### src/rtl/tpcm_pkg.sv
package tpcm_pkg;

    localparam int NUM_CHANNELS_DEF = 18;
    localparam int PADDR_W          = 3;
    localparam int HORNER_TERMS     = 9;
    localparam int HORNER_STEPS     = HORNER_TERMS - 1;
    localparam int TBL_CNT          = 4;

    localparam logic [10:0] NEUTRAL_US = 11'd1500;
    localparam logic [10:0] LIM_LO_STD = 11'd1100;
    localparam logic [10:0] LIM_HI_STD = 11'd1900;
    localparam logic [10:0] LIM_LO_WIDE = 11'd1000;
    localparam logic [10:0] LIM_HI_WIDE = 11'd2000;

    // pwm model codes
    localparam logic [1:0] MODEL_POLY_A = 2'd0;
    localparam logic [1:0] MODEL_POLY_B = 2'd1;
    localparam logic [1:0] MODEL_LINEAR = 2'd2;

    // register index, taken from paddr[2]
    localparam logic REG_PWM_MODEL   = 1'b0;
    localparam logic REG_LINEAR_GAIN = 1'b1;

    localparam logic [1:0]  MODEL_RESET = MODEL_POLY_A;
    localparam logic [15:0] GAIN_RESET  = 16'd5120;

    // dead band edges on the Q16.16 grid
    localparam logic signed [31:0] DB_A_REV = -32'sd23783;
    localparam logic signed [31:0] DB_A_FWD = 32'sd26752;
    localparam logic signed [31:0] DB_B_REV = -32'sd19660;
    localparam logic signed [31:0] DB_B_FWD = 32'sd19660;

    localparam logic [63:0] SAT_MAX = 64'h7FFF_FFFF_FFFF_FFFF;
    localparam logic [63:0] SAT_MIN = 64'h8000_0000_0000_0000;

    typedef enum logic [1:0] {
        TBL_A_REV = 2'd0,
        TBL_A_FWD = 2'd1,
        TBL_B_REV = 2'd2,
        TBL_B_FWD = 2'd3
    } tbl_sel_t;

    typedef struct packed {
        logic signed [31:0] thrust;
        logic               command_valid;
        logic signed [15:0] channel_scale;
        logic [4:0]         channel_number;
    } tpcm_in_t;

    typedef struct packed {
        logic [4:0]  out_channel;
        logic [10:0] pulse_width;
        logic        write_enable;
    } tpcm_out_t;

    typedef struct packed {
        logic [1:0]         pwm_model;
        logic signed [15:0] linear_gain;
    } tpcm_cfg_t;

    // per-request control that rides along the pipeline
    typedef struct packed {
        logic               wr_en;
        logic               lim_wide;
        logic               direct;
        tbl_sel_t           tbl_sel;
        logic               x_neg;
        logic [31:0]        x_mag;
        logic [4:0]         channel;
        logic signed [15:0] scale;
        logic [10:0]        raw_direct;
    } tpcm_side_t;

    typedef logic [TBL_CNT-1:0][63:0] coef_set_t;

    // decimal coefficient to signed Q15.48, rounded half away from zero
    function automatic logic signed [63:0] coef_q48(input longint mant, input int exp10);
        logic [63:0]  den;
        logic [63:0]  mag;
        logic [127:0] num;
        logic [127:0] rem;
        logic [127:0] quo;
        int           k;
        int           i;
        den = 64'd1;
        k   = 8 - exp10;
        for (i = 0; i < k; i++) begin
            den = den * 64'd10;
        end
        mag = (mant < 0) ? 64'(-mant) : 64'(mant);
        num = 128'(mag) << 48;
        rem = '0;
        quo = '0;
        for (i = 127; i >= 0; i--) begin
            rem = {rem[126:0], num[i]};
            if (rem >= 128'(den)) begin
                rem    = rem - 128'(den);
                quo[i] = 1'b1;
            end
        end
        if ((rem << 1) >= 128'(den)) begin
            quo = quo + 128'd1;
        end
        return (mant < 0) ? -$signed(quo[63:0]) : $signed(quo[63:0]);
    endfunction

    // first term is the leading coefficient; degree-6 tables lead with two zeros
    localparam logic signed [63:0] COEF_TAB [TBL_CNT][HORNER_TERMS] = '{
        '{coef_q48(419120215, -9), coef_q48(725765393, -7), coef_q48(512089798, -5),
          coef_q48(189821056, -3), coef_q48(397888906, -2), coef_q48(476560866, -1),
          coef_q48(331574457, 0),  coef_q48(241195184, 1),  coef_q48(147508532, 3)},
        '{coef_q48(-389443834, -10), coef_q48(897208792, -8), coef_q48(842626420, -6),
          coef_q48(416470611, -4),   coef_q48(116830379, -2), coef_q48(188609133, -1),
          coef_q48(179496731, 0),    coef_q48(183042688, 1),  coef_q48(152666998, 3)},
        '{64'sd0, 64'sd0,
          coef_q48(378328199, -8), coef_q48(124896612, -5), coef_q48(124135724, -3),
          coef_q48(529618237, -2), coef_q48(105292003, 0),  coef_q48(169210385, 1),
          coef_q48(148493125, 3)},
        '{64'sd0, 64'sd0,
          coef_q48(307095665, -8),  coef_q48(-655375382, -6), coef_q48(530480570, -4),
          coef_q48(-194854716, -2), coef_q48(280240130, -1),  coef_q48(506028546, 0),
          coef_q48(152849853, 3)}
    };

    function automatic coef_set_t coef_column(input int k);
        coef_set_t c;
        int        t;
        for (t = 0; t < TBL_CNT; t++) begin
            c[t] = COEF_TAB[t][k];
        end
        return c;
    endfunction

    // clamp a value with fb fraction bits to the model limits, round half away
    function automatic logic [10:0] clamp_round(input logic signed [64:0] v, input int fb,
                                                input logic wide);
        logic [10:0]        lo;
        logic [10:0]        hi;
        logic signed [64:0] lo_v;
        logic signed [64:0] hi_v;
        logic signed [64:0] half;
        logic signed [64:0] r;
        lo   = wide ? LIM_LO_WIDE : LIM_LO_STD;
        hi   = wide ? LIM_HI_WIDE : LIM_HI_STD;
        lo_v = 65'(lo) << fb;
        hi_v = 65'(hi) << fb;
        half = 65'(1) << (fb - 1);
        r    = (v + half) >>> fb;
        if (v <= lo_v) begin
            return lo;
        end else if (v >= hi_v) begin
            return hi;
        end
        return r[10:0];
    endfunction

endpackage

### src/rtl/tpcm_finish.sv
module tpcm_finish import tpcm_pkg::*; (
    input  logic               aclk,
    input  logic               aresetn,
    input  logic               en,
    input  logic               in_valid,
    input  tpcm_side_t         in_side,
    input  logic signed [63:0] in_acc,
    output logic               out_valid,
    output tpcm_out_t          out_data
);

    logic               raw_valid_reg;
    tpcm_side_t         raw_side_reg;
    logic [10:0]        raw_reg;
    logic [10:0]        raw_next;

    logic               scl_valid_reg;
    tpcm_side_t         scl_side_reg;
    logic signed [27:0] scl_prod_reg;
    logic signed [27:0] scl_prod_next;
    logic signed [11:0] scl_diff;

    logic               out_valid_reg;
    tpcm_out_t          out_reg;
    tpcm_out_t          out_next;
    logic signed [64:0] out_v;
    logic [10:0]        out_pw;

    always_comb begin
        if (in_side.direct) begin
            raw_next = in_side.raw_direct;
        end else begin
            raw_next = clamp_round({in_acc[63], in_acc}, 48, in_side.lim_wide);
        end
    end

    always_comb begin
        scl_diff      = $signed({1'b0, raw_reg}) - $signed({1'b0, NEUTRAL_US});
        scl_prod_next = raw_side_reg.scale * scl_diff;
    end

    // Q.12 value 1500 + scale*(raw-1500)
    always_comb begin
        out_v                 = {{37{scl_prod_reg[27]}}, scl_prod_reg} + (65'(NEUTRAL_US) << 12);
        out_pw                = clamp_round(out_v, 12, scl_side_reg.lim_wide);
        out_next.out_channel  = scl_side_reg.channel;
        out_next.write_enable = scl_side_reg.wr_en;
        out_next.pulse_width  = scl_side_reg.wr_en ? out_pw : 11'd0;
    end

    always_ff @(posedge aclk) begin
        if (!aresetn) begin
            raw_valid_reg <= 1'b0;
            scl_valid_reg <= 1'b0;
            out_valid_reg <= 1'b0;
        end else if (en) begin
            raw_valid_reg <= in_valid;
            scl_valid_reg <= raw_valid_reg;
            out_valid_reg <= scl_valid_reg;
        end
    end

    always_ff @(posedge aclk) begin
        if (en) begin
            raw_side_reg <= in_side;
            raw_reg      <= raw_next;
            scl_side_reg <= raw_side_reg;
            scl_prod_reg <= scl_prod_next;
            out_reg      <= out_next;
        end
    end

    assign out_valid = out_valid_reg;
    assign out_data  = out_reg;

endmodule

### config.mk
export PLATFORM = sky130hd
export DESIGN_NAME = tpcm_finish
export DESIGN_NICKNAME = d
export VERILOG_FILES = /design/src/rtl/tpcm_pkg.sv /design/src/rtl/tpcm_finish.sv
export SDC_FILE = /design/constraint.sdc
export NUM_CORES = 1
export LEC_CHECK = 0
export ABC_CLOCK_PERIOD_IN_PS = 10530
export BUFFER_PORTS_ARGS = -buffer_cell sky130_fd_sc_hd__clkbuf_2
export CELL_PAD_IN_SITES_DETAIL_PLACEMENT = 1
export CELL_PAD_IN_SITES_GLOBAL_PLACEMENT = 2
export CORE_MARGIN = 2
export CORE_UTILIZATION = 34
export CTS_BUF_LIST = sky130_fd_sc_hd__clkbuf_4
export CTS_CLUSTER_DIAMETER = 100
export DETAILED_ROUTE_END_ITERATION = 10
export PLACE_DENSITY_LB_ADDON = 0.1
export SLEW_MARGIN = 20
export SYNTH_ARGS = -nofsm -noshare
export SYNTH_HDL_FRONTEND = slang
export SYNTH_SLANG_ARGS = --single-unit
### constraint.sdc
create_clock -name aclk -period 10.53 [get_ports aclk]
set_input_delay 1.053 -clock aclk [delete_from_list [all_inputs] [get_ports aclk]]
set_output_delay 1.053 -clock aclk [all_outputs]
set_load 0.01 [all_outputs]
# Word level (Yosys, flattened, before mapping)
# Index checks and enable logic that the tools add are counted.
# totals
reg_bits	89
inputBits	138
out_inout_bits	18
# op_classes
add_sub_neg	4
multipliers	1
magnitude_cmp	4
n_mux	16
# ops
op	count
$mux 11	9
$ge 64x60->1	1
$le 64x60->1	1
$add 59x49->59 const B	1
$add 28x24->29 const B	1
$ge 29x24->1	1
$le 29x24->1	1
$mul 16x12->28	1
$add 23x13->23 const B	1
$mux 8	2
$sub 11x11->12 const B	1
$mux 1	5

# Logic depth before layout (Yosys ltp)
# Gate-level depths: netlist of run 1.
# depth
word_depth	7
depth_mapped	25

# Least setup slack after synthesis of run 1
# OpenSTA, ideal clock, no wires.
# synth_path
path_type	flip-flop to flip-flop
from	register raw_reg[2]
to	register scl_prod_reg[24] (data pin)
setup_time_ns	0.258
t_arrival_ns	6.188
required_ns	10.272
setup_slack_ns	4.083
stages_incl_launch_ff	24
synth_period_minus_slack_ns	6.447
path_cell_list	edfxtp_1 > ha_1 > a21oi_1 > nor2_1 > a21oi_1 > xnor2_1 > clkbuf_1 > nand2_1 > fa_1 > fa_1 > inv_1 > fa_1 > fa_1 > inv_1 > fa_1 > inv_1 > ha_1 > a21oi_1 > o21ai_0 > a221o_1 > a221oi_1 > o21bai_1 > a21oi_1 > xnor2_1
# synth_between
elab_chain_cells	2
# synth_lines
item	line_no	text
start, declared	tpcm_finish.sv:14	logic [10:0] raw_reg;
start signal, assigned	tpcm_finish.sv:66	raw_reg <= raw_next;
$sub 11x11->12	tpcm_finish.sv:38	scl_diff = $signed({1'b0, raw_reg}) - $signed({1'b0, NEUTRAL_US});
$mul 16x12->28	tpcm_finish.sv:39	scl_prod_next = raw_side_reg.scale * scl_diff;
via scl_prod_next[24]	tpcm_finish.sv:20	logic signed [27:0] scl_prod_next;
end signal, assigned	tpcm_finish.sv:68	scl_prod_reg <= scl_prod_next;
end, declared	tpcm_finish.sv:19	logic signed [27:0] scl_prod_reg;
# The timed path passes the listed nets, and every way through them passes these cells.
# A chain may end at the register's enable or synchronous reset.

# Final worst setup path of run 1
# Same ends and word-level chain as after synthesis.

==> results by group, run 1 <==
Timing
  – Setup slack after layout: 2.832 ns
  – Period minus WS final: 7.698 ns
  – Clk_skew: 0.03065 ns
  – Tcrit/Tclk final: 73.11%
  – Slew of the pin with the lowest slew margin: 0.9300 ns
  – Final setup viols: 0
  – Setup TNS: 0 ns
  – Unrepaired setup endpoints after global routing: false
  – Fin. Hold Viols: 0
  – Final number of max-transition violations: 0
  – Relative slew slack: 37.95%
  – Max Clk Rate: 129.9 MHz

Clock tree
  – Post-CTS Setup Inserts: 0
  – H-tree lvl count: 3
  – Deepest clock path buffer count: 2
  – Post-CTS resize count: 0
  – Clk root buf: clkbuf_4
  – CTS Hold Bufs: 0
  – Clk Latency, worst-skew pair: 0.55 ns
  – Clock transition at path regs: 0.17 ns
  – CTS tree: done
  – Clk sinks: 89
  – Num CTS Buffers: 9

Logic synthesis
  – Syn Inst Count: 1,192
  – Netlist cell types: 73
  – Syn_area_per_cell: 9.797 um^2
  – Asr flop ratio synth: 0%
  – Syn nets: 1,599
  – Synth area leader: fa_1
  – EDFF count, synth: 86
  – Area share of the largest cell type after synthesis: 30.52%
  – Cell area after synthesis: 11,680 um^2
  – Synth Flop Type: edfxtp_1
  – #FFs+latches synth: 89
  – Register area share after synthesis: 22.63%
  – Dominant cells by area after synthesis: fa_1 (31%), edfxtp_1 (22%), ha_1 (9.8%), inv_1 (7.6%), nand2_1 (4.7%)
  – Synth warn: 0

Route
  – Pre-Repair DR Iteration Count: 4
  – Routed vias: 8,394
  – Drt drc: 0
  – Routed vias/inst: 4.799
  – Initial DRC count: 294
  – Total Wirelength: 29.21 mm
  – DR WL/cell: 16.70 um
  – Final antenna-violating net count: 0

Die
  – Die Wd: 189.3 um
  – Core area: 33,700 um^2
  – Top-Level Pins: 156
  – Die Y: 189.3 um
  – Die Area: 35,840 um^2
  – Num rows: 67
  – Initial Util: 34.65%

Critical path
  – FF-to-FF Start: raw_reg[2]
  – Critical path class: reg2reg
  – Worst Path Max Fanout: 18
  – Reg2reg setup slack: 2.83 ns
  – Worst setup path end: scl_prod_reg[24]
  – Arrival time worst endpoint: 7.99 ns
  – Critical Path Start: raw_reg[2]
  – Reg2reg end: scl_prod_reg[24]
  – Critical path launch point type: flop
  – Reg2Reg Depth: 21
  – Critical path capture point type: flop
  – Critical path data required time: 10.82 ns

Global routing
  – Vias in the first global route: 9,692
  – Total Routing Usage GR: 17.88%
  – First-pass GRT wire length: 50.43 mm
  – Congestion Overflow GR: 0
  – Initial antenna violation count: 2
  – Pin count of the biggest net entering global routing: 63

Worst hold path
  – Hold depth: 0
  – Hold WC Path Type: reg2reg

Placement
  – PortBufs: 120
  – Pre-CTS WS: 2.764 ns
  – Final GP Congestion: 0.7686
  – Post-detail-place hpwl: 24.17 mm

Finish
  – Commonest non-fill, non-tap cell in the layout: inv_1
  – Fin nets: 1,701
  – Max reg flops: 28
  – Layout cell share with drive strength beyond 1: 12.86%
  – Most frequent cells in the layout: inv_1 (235), fa_1 (178), nand2_1 (145), clkbuf_2 (119), ha_1 (91)
  – Fillers: 3,884
  – Syn-to-layout area delta: 10.83%

Outcome
  – Status: complete, no violations

Run
  – Max Cap Violations: 0
==> worst min-delay path by stage <==
stage	start	to	slack [ns]
floorplan	out_next[12]	out_data[12]	0.40
global placement	out_next[13]	out_data[13]	0.40
detailed placement	out_next[14]	out_data[14]	0.41
CTS	out_next[15]	out_data[15]	0.42
global route	out_next[15]	out_data[15]	0.42
finish	out_next[15]	out_data[15]	0.43
==> synth_stat cells, types with 2 or more instances <==
cell type and n:
mux2i_1 5, fa_1 178, a211oi_1 5, or4_1 2, a21boi_0 3, a2111oi_0 2, o211ai_1 4, a21oi_1 31
ha_1 91, nor2_1 43, edfxtp_1 86, a31oi_1 4, o21bai_1 3, a31o_1 2, nand3_1 15, inv_1 235
o21a_1 6, and4_1 2, nor3_1 18, clkbuf_1 35, o2111ai_1 3, nand2_1 145, nor4_1 19, a221o_1 3
and3_1 9, o31ai_1 5, a21o_1 7, o21ai_0 22, and2_1 47, xnor2_1 48, nor4b_1 3, nand2b_1 25
a31o_2 2, or2_2 5, nor2b_1 17, nand4_1 10, xor2_1 13, a311oi_1 2, dfxtp_1 3
==> cell families (layout without fill, tap and decap cells) <==
kind of cell             after synthesis  count (layout)  synth area share (%)
buffers and inverters                273             380                 8.786
other                                  0               2                     0
multiplexers                           5               5                0.4286
AND/OR/NAND/NOR                      375             375                 16.24
XOR/XNOR                              61              61                 4.575
adder cells (fa/ha/maj)              269             269                 40.27
flip-flops                            89              89                 22.63
AO/OA/AOI/OAI                        120             120                 7.072
==> area by class of cell <==
cell class / instances / area (um^2) / area share [%]
Timing Repair Buffer: 127 / 655.6 / 5.066
Sequential cell: 89 / 2643 / 20.42
Clock inverter: 6 / 97.59 / 0.7541
Antenna cell: 2 / 5.005 / 0.03867
Inverter: 237 / 889.6 / 6.874
Clock buffer: 10 / 75.07 / 0.5800
Multi-Input combinational cell: 830 / 8016 / 61.94
Tap cell: 448 / 560.5 / 4.331
==> per-stage QoR <==
step	instances	instance area (um^2)	hold slack, ns	utilization (%)
2_1_floorplan	1192	11680	0.4003	-
3_3_place_gp	1731	12760	0.4009	37.88
3_5_place_dp	1731	12760	0.4052	37.88
4_1_cts	1747	12940	0.4171	38.39
5_1_grt	1749	12940	0.4191	38.41
6_report	1749	12940	0.4266	38.41
==> critical path, stage by stage (launching register included) <==
cell	delay, ns
edfxtp_1	0.71
and3_1	0.29
o21ai_0	0.29
nor2_1	0.13
o21a_1	0.46
or2_2	0.42
fa_1	0.52
fa_1	0.55
inv_1	0.05
fa_1	0.51
fa_1	0.54
inv_1	0.05
fa_1	0.54
inv_1	0.05
ha_1	0.38
a21oi_1	0.23
o21ai_0	0.24
a221o_1	0.43
a221oi_1	0.60
o21bai_1	0.15
a21oi_1	0.21
xnor2_1	0.08
==> layer usage <==
metal / up-vias / global-route usage [%] / part of all wire (%)
met4: 0 / 4.025 / 1.5
met2: 62 / 32.60 / 52
met1: 4292 / 22.58 / 45
met3: 23 / 2.169 / 1.6
met5: - / 0 / 0
li1: 4017 / - / -
Power of run 1 is left out: the tool's default activity adds up to more than one toggle a clock period on the data nets, which glitch-free logic cannot reach.
==> run 2: changes to the inputs <==
ABC_AREA = 1   (was not set)
ABC_CLOCK_PERIOD_IN_PS = 7670   (was 10530)
clock period = 7.67 ns   (was 10.53 ns; I/O delays follow)
==> run 2 against run 1 <==
Effect of this change:
- global-route usage is 0.33 points higher
- synthesized area increased by 4.2%
- highest routed layer unchanged
- clock skew decreased by 0.016 ns
- final cell count up 15%
==> results by group, run 2 <==
Global routing
  – Pin count of the biggest net entering global routing: 60 (was 63)
  – Vias in the first global route: 10,520 (was 9,692)
  – Total Routing Usage GR: 18.21% (was 17.88%)
  – Congestion Overflow GR: 0 (unchanged)
  – First-pass GRT wire length: 53.85 mm (was 50.43 mm)
  – Initial antenna violation count: 2 (unchanged)

Die
  – Die Y: 193.2 um (was 189.3 um)
  – Num rows: 69 (was 67)
  – Top-Level Pins: 156 (unchanged)
  – Initial Util: 34.39% (was 34.65%)
  – Die Wd: 193.2 um (was 189.3 um)
  – Die Area: 37,330 um^2 (was 35,840 um^2)
  – Core area: 35,400 um^2 (was 33,700 um^2)

Critical path
  – Reg2Reg Depth: 23 (was 21)
  – Critical path's top delay family: adder cells (unchanged)
  – Critical Path Max Stage Delay: 0.55 ns (was 0.71 ns)
  – Crit-path slowest cell: fa_1 (was edfxtp_1)
  – Reg2reg setup slack: 1.03 ns (was 2.83 ns)
  – FF-to-FF Start: raw_reg[4] (was raw_reg[2])
  – Top cell by count, worst path: fa_1 (unchanged)
  – Worst Path Max Fanout: 13 (was 18)
  – Arrival time worst endpoint: 6.94 ns (was 7.99 ns)
  – Reg2reg end: scl_prod_reg[27] (was scl_prod_reg[24])
  – Critical path class: reg2reg (unchanged)
  – Critical path data required time: 7.97 ns (was 10.82 ns)
  – Critical path capture point type: flop (unchanged)
  – Critical path launch point type: flop (unchanged)
  – Worst-path cell chain: nand3_1 -> nand2_1 -> nand3_1 -> nor2_1 -> or2_2 -> nand2_1 -> inv_1 -> nor2_1 -> fa_1 -> fa_1 -> fa_1 -> fa_1 -> inv_1 -> fa_1 -> inv_1 -> ha_1 -> a21oi_1 -> o21ai_0 -> a21oi_1 -> o21ai_0 -> a21oi_1 -> o21ai_0 -> xor2_1 (was and3_1 -> o21ai_0 -> nor2_1 -> o21a_1 -> or2_2 -> fa_1 -> fa_1 -> inv_1 -> fa_1 -> fa_1 -> inv_1 -> fa_1 -> inv_1 -> ha_1 -> a21oi_1 -> o21ai_0 -> a221o_1 -> a221oi_1 -> o21bai_1 -> a21oi_1 -> xnor2_1)
  – Worst Path Buf+Inv: 3 (unchanged)

Timing
  – Fin. Hold Viols: 0 (unchanged)
  – Relative slew slack: 47.84% (was 37.95%)
  – Clk_skew: 0.01443 ns (was 0.03065 ns)
  – Slew of the pin with the lowest slew margin: 0.7825 ns (was 0.9300 ns)
  – Hold WS: 0.3797 ns (was 0.4266 ns)
  – Final setup viols: 0 (unchanged)
  – Max Clk Rate: 150.6 MHz (was 129.9 MHz)
  – Final number of max-transition violations: 0 (unchanged)
  – Period minus WS final: 6.640 ns (was 7.698 ns)
  – Setup TNS: 0 ns (unchanged)
  – Unrepaired setup endpoints after global routing: false (unchanged)
  – Tcrit/Tclk final: 86.57% (was 73.11%)

Route
  – Final antenna-violating net count: 0 (unchanged)
  – Initial DRC count: 303 (was 294)
  – Drt drc: 0 (unchanged)
  – Total Wirelength: 31.43 mm (was 29.21 mm)
  – Routed vias/inst: 4.639 (was 4.799)
  – Routed vias: 9,301 (was 8,394)
  – Pre-Repair DR Iteration Count: 4 (unchanged)
  – DR WL/cell: 15.68 um (was 16.70 um)

Clock tree
  – Num CTS Buffers: 9 (unchanged)
  – Post-CTS Setup Inserts: 0 (unchanged)
  – H-tree lvl count: 3 (unchanged)
  – Clock transition at path regs: 0.15 ns (was 0.17 ns)
  – Post-CTS resize count: 0 (unchanged)
  – CTS tree: done (unchanged)
  – Deepest clock path buffer count: 2 (unchanged)
  – Clk sinks: 89 (unchanged)
  – Clk Latency, worst-skew pair: 0.55 ns (about the same)
  – CTS Hold Bufs: 0 (unchanged)
  – Clk root buf: clkbuf_4 (unchanged)

Logic synthesis
  – Area share of the largest cell type after synthesis: 29.28% (was 30.52%)
  – Top cells by count, synth: inv_1 (324), nand2_1 (300), fa_1 (178), nor2_1 (139), ha_1 (91) (was inv_1 (235), fa_1 (178), nand2_1 (145), ha_1 (91), edfxtp_1 (86))
  – Most common cell in the netlist: inv_1 (unchanged)
  – Cell area after synthesis: 12,170 um^2 (was 11,680 um^2)
  – Asr flop ratio synth: 0% (unchanged)
  – Synth area leader: fa_1 (unchanged)
  – Netlist cell types: 43 (was 73)
  – Syn Inst Count: 1,430 (was 1,192)
  – Synth Flop Type: edfxtp_1 (unchanged)
  – Syn_area_per_cell: 8.512 um^2 (was 9.797 um^2)
  – Synth warn: 0 (unchanged)
  – Syn nets: 1,837 (was 1,599)
  – EDFF count, synth: 86 (unchanged)
  – #FFs+latches synth: 89 (unchanged)
  – Dominant cells by area after synthesis: fa_1 (29%), edfxtp_1 (21%), inv_1 (10%), ha_1 (9.4%), nand2_1 (9.3%) (was fa_1 (31%), edfxtp_1 (22%), ha_1 (9.8%), inv_1 (7.6%), nand2_1 (4.7%))
  – Register area share after synthesis: 21.71% (was 22.63%)

Finish
  – Commonest non-fill, non-tap cell in the layout: inv_1 (unchanged)
  – Fin nets: 1,942 (was 1,701)
  – Area occupied by multi-input gates: 8158 um^2 (was 8016 um^2)
  – Most frequent cells in the layout: inv_1 (324), nand2_1 (300), fa_1 (178), nor2_1 (139), clkbuf_2 (119) (was inv_1 (235), fa_1 (178), nand2_1 (145), clkbuf_2 (119), ha_1 (91))
  – Seq. cell area: 2643 um^2 (unchanged)
  – Fillers: 4,270 (was 3,884)
  – Max reg flops: 28 (unchanged)
  – Layout cell share with drive strength beyond 1: 12.47% (was 12.86%)
  – Syn-to-layout area delta: 10.32% (was 10.83%)

Run
  – Max Cap Violations: 0 (unchanged)

Worst hold path
  – Hold WC Path Type: in2reg (was reg2reg)
  – Hold path start: in_side[25] (was out_next[15])
  – End of the worst hold path: raw_side_reg[25] (was out_data[15])
  – Hold depth: 1 (was 0)

Placement
  – PortBufs: 120 (unchanged)
  – Post-detail-place hpwl: 27.07 mm (was 24.17 mm)
  – Final GP Congestion: 0.7799 (was 0.7686)

Outcome
  – Status: complete, no violations (unchanged)
## run 2: cell count changes in the layout (fill, tap and decap cells not counted), moves of 25 or more
cell,before,now
and2_1,47,1
inv_1,235,324
nand2_1,145,300
nand2b_1,25,0
nand3_1,15,48
nor2_1,43,139
xnor2_1,48,17
## run 2: cell families (layout without fill, tap and decap cells)
logic type,Yosys count,in the layout,synth area share (%)
other cells,0,4,0
compound gates,78,78,3.629
flops,89,89,21.71
simple gates,579,579,21.09
xor+xnor,51,51,3.670
fa+ha+maj,269,269,38.63
buf+inv,364,474,11.27
## run 2: routing by layer
metal	global-route usage [%]	vias up	routed length [um]
met1	23.57	4638	14260
met5	0	-	0
met3	2.911	16	1113
li1	-	4567	-
met2	32.43	80	15760
met4	3.110	0	298
## run 2: worst register-to-register path, cell delays in order (launching register included)
cell	delay [ns]
edfxtp_1	0.47
nand3_1	0.14
nand2_1	0.08
nand3_1	0.09
nor2_1	0.06
or2_2	0.28
nand2_1	0.25
inv_1	0.35
nor2_1	0.25
fa_1	0.44
fa_1	0.52
fa_1	0.52
fa_1	0.55
inv_1	0.05
fa_1	0.52
inv_1	0.04
ha_1	0.37
a21oi_1	0.29
o21ai_0	0.14
a21oi_1	0.13
o21ai_0	0.19
a21oi_1	0.35
o21ai_0	0.16
xor2_1	0.16
## run 2: layout make-up
cell class / instances / share of cell area, %
diodes: 4 / 0.07454
flip-flops and latches: 89 / 19.68
clock inverters: 7 / 0.5870
multi-input cells: 977 / 60.75
well taps: 461 / 4.296
repair buffers: 126 / 4.827
inverters: 332 / 9.281
clock buffers: 9 / 0.5032
## run 2: through the flow
| step | cells | utilization (%) | area [um^2] | setup slack (ns) |
|---|---|---|---|---|
| 2_1_floorplan | 1430 | - | 12170 | 1.780 |
| 3_3_place_gp | 1985 | 37.49 | 13270 | 0.9982 |
| 3_5_place_dp | 1985 | 37.49 | 13270 | 0.9670 |
| 4_1_cts | 2001 | 37.91 | 13420 | 0.9131 |
| 5_1_grt | 2004 | 37.93 | 13430 | 0.5325 |
| 6_report | 2005 | 37.94 | 13430 | 1.030 |
## run 2: worst max path at each step
stage                from                to  depth (start not counted)
5_1_grt        raw_reg[2]  scl_prod_reg[27]                         26
4_1_cts        raw_reg[4]  scl_prod_reg[27]                         23
3_5_place_dp   raw_reg[4]  scl_prod_reg[27]                         23
2_1_floorplan  raw_reg[2]  scl_prod_reg[27]                         26
3_3_place_gp   raw_reg[4]  scl_prod_reg[27]                         23
6_report       raw_reg[4]  scl_prod_reg[27]                         23
Power of run 2 is left out for the same reason.
==> run 3: changes to the inputs <==
GPL_TIMING_DRIVEN = 0   (was not set)
SKIP_CTS_REPAIR_TIMING = 1   (was not set)
==> run 3 against run 2 <==
Effect of this change:
- via count is 0.18% lower
- clock skew rose by 0.022 ns
- sequential cell count did not move
==> results by group, run 3 (same netlist as run 2, synthesis figures left out) <==
Outcome
  – Status: complete, no violations (unchanged)

Global routing
  – Pin count of the biggest net entering global routing: 91 (was 60)
  – Congestion Overflow GR: 0 (unchanged)
  – Total Routing Usage GR: 18.86% (was 18.21%)
  – Initial antenna violation count: 1 (was 2)
  – First-pass GRT wire length: 55.43 mm (was 53.85 mm)
  – Vias in the first global route: 10,570 (was 10,520)

Die
  – Top-Level Pins: 156 (unchanged)
  – Core area: 35,400 um^2 (unchanged)
  – Die Area: 37,330 um^2 (unchanged)
  – Die Y: 193.2 um (unchanged)
  – Initial Util: 34.39% (unchanged)
  – Die Wd: 193.2 um (unchanged)
  – Num rows: 69 (unchanged)

Run
  – Max Cap Violations: 0 (unchanged)

Worst hold path
  – Hold WC Path Type: in2reg (unchanged)

Critical path
  – Critical path class: reg2reg (unchanged)
  – Arrival time worst endpoint: 7.52 ns (was 6.94 ns)
  – Worst Path Max Fanout: 10 (was 13)
  – Critical path data required time: 7.97 ns (about the same)
  – Critical path capture point type: flop (unchanged)
  – Critical path launch point type: flop (unchanged)

Route
  – Drt drc: 0 (unchanged)
  – Final antenna-violating net count: 0 (unchanged)
  – Initial DRC count: 312 (was 303)
  – DR WL/cell: 16.11 um (was 15.68 um)
  – Total Wirelength: 32.66 mm (was 31.43 mm)
  – Routed vias/inst: 4.580 (was 4.639)
  – Pre-Repair DR Iteration Count: 4 (unchanged)
  – Routed vias: 9,284 (was 9,301)

Finish
  – Commonest non-fill, non-tap cell in the layout: inv_1 (unchanged)
  – Fin nets: 1,967 (was 1,942)
  – Most frequent cells in the layout: inv_1 (324), nand2_1 (300), fa_1 (178), nor2_1 (139), clkbuf_2 (119) (unchanged)
  – Layout cell share with drive strength beyond 1: 12.08% (was 12.47%)
  – Area occupied by multi-input gates: 8158 um^2 (unchanged)
  – Fillers: 4,314 (was 4,270)
  – Max reg flops: 28 (unchanged)
  – Seq. cell area: 2643 um^2 (unchanged)
  – Syn-to-layout area delta: 11.32% (was 10.32%)

Clock tree
  – Num CTS Buffers: 9 (unchanged)
  – Clk root buf: clkbuf_4 (unchanged)
  – H-tree lvl count: 3 (unchanged)
  – Clk sinks: 89 (unchanged)
  – CTS tree: done (unchanged)
  – Clock transition at path regs: 0.18 ns (was 0.15 ns)
  – Clk Latency, worst-skew pair: 0.56 ns (was 0.55 ns)
  – Deepest clock path buffer count: 2 (unchanged)

Timing
  – Slew of the pin with the lowest slew margin: 0.7697 ns (was 0.7825 ns)
  – Final number of max-transition violations: 0 (unchanged)
  – Tcrit/Tclk final: 94.16% (was 86.57%)
  – Unrepaired setup endpoints after global routing: false (unchanged)
  – Fin. Hold Viols: 0 (unchanged)
  – Period minus WS final: 7.222 ns (was 6.640 ns)
  – Max Clk Rate: 138.5 MHz (was 150.6 MHz)
  – Clk_skew: 0.03640 ns (was 0.01443 ns)
  – Setup TNS: 0 ns (unchanged)
  – Relative slew slack: 48.52% (was 47.84%)
  – Final setup viols: 0 (unchanged)

Placement
  – Post-detail-place hpwl: 28.16 mm (was 27.07 mm)
  – Final GP Congestion: 0.8146 (was 0.7799)
  – PortBufs: 120 (unchanged)
-- run 3: cell types whose count changed in the layout (fill, tap and decap cells not counted), moves of 2 or more --
cell	delta
bufinv_16	+2
diode_2	-3
clkbuf_1	+29
clkinv_4	-2
buf_4	-6
-- run 3: routing by layer --
layer / part of all wire (%) / vias up / wire length [um] / global-route usage [%]
li1: - / 4611 / - / -
met1: 48 / 4598 / 15750 / 25.14
met2: 49 / 60 / 15970 / 32.98
met3: 1.9 / 15 / 617 / 2.563
met4: 1.0 / 0 / 326 / 3.421
met5: 0 / - / 0 / 0
-- run 3: cell type report --
class,instances,area share [%]
clock inverter,7,0.9234
sequential,89,19.50
multi-input combinational,977,60.21
tap,461,4.257
inverter,332,9.198
timing repair buffer,120,4.497
clock buffer,9,0.4987
buffer,31,0.8957
antenna,1,0.01847
-- run 3: worst max-delay path, stage by stage (launching register included) --
cell	delay (ns)
edfxtp_1	0.66
ha_1	0.27
nand2_1	0.07
nand2_1	0.08
nand2_1	0.08
nor3_1	0.28
o21ai_0	0.13
nand2_1	0.19
clkbuf_1	0.53
nor2_1	0.13
fa_1	0.51
fa_1	0.52
fa_1	0.51
fa_1	0.54
inv_1	0.05
fa_1	0.53
inv_1	0.04
ha_1	0.38
a21oi_1	0.29
o21ai_0	0.14
a21oi_1	0.12
o21ai_0	0.20
a21oi_1	0.37
o21ai_0	0.16
xor2_1	0.17
-- run 3: path summary, 6_finish.rpt --
check	startpoint	end	slack (ns)	cells past startpoint
worst min-delay path	in_side[15]	raw_side_reg[15]	0.37	1
worst max register to register	raw_reg[2]	scl_prod_reg[27]	0.45	24
worst min register to register	raw_side_reg[28]	out_next[13]	0.44	0
worst max-delay path	raw_reg[2]	scl_prod_reg[27]	0.45	24
-- run 3: metrics by stage --
stage / instances / hold WS (ns) / instance area (um^2) / util (%) / setup slack, ns
2_1_floorplan: 1430 / 0.4003 / 12170 / - / 1.780
3_3_place_gp: 2011 / 0.4015 / 13350 / 37.71 / 0.3480
3_5_place_dp: 2011 / 0.4088 / 13360 / 37.74 / 0.3397
4_1_cts: 2027 / 0.2877 / 13550 / 38.28 / 0.3242
5_1_grt: 2027 / 0.3231 / 13550 / 38.28 / 0.06475
6_report: 2027 / 0.3697 / 13550 / 38.28 / 0.4477
Power of run 3 is left out for the same reason.
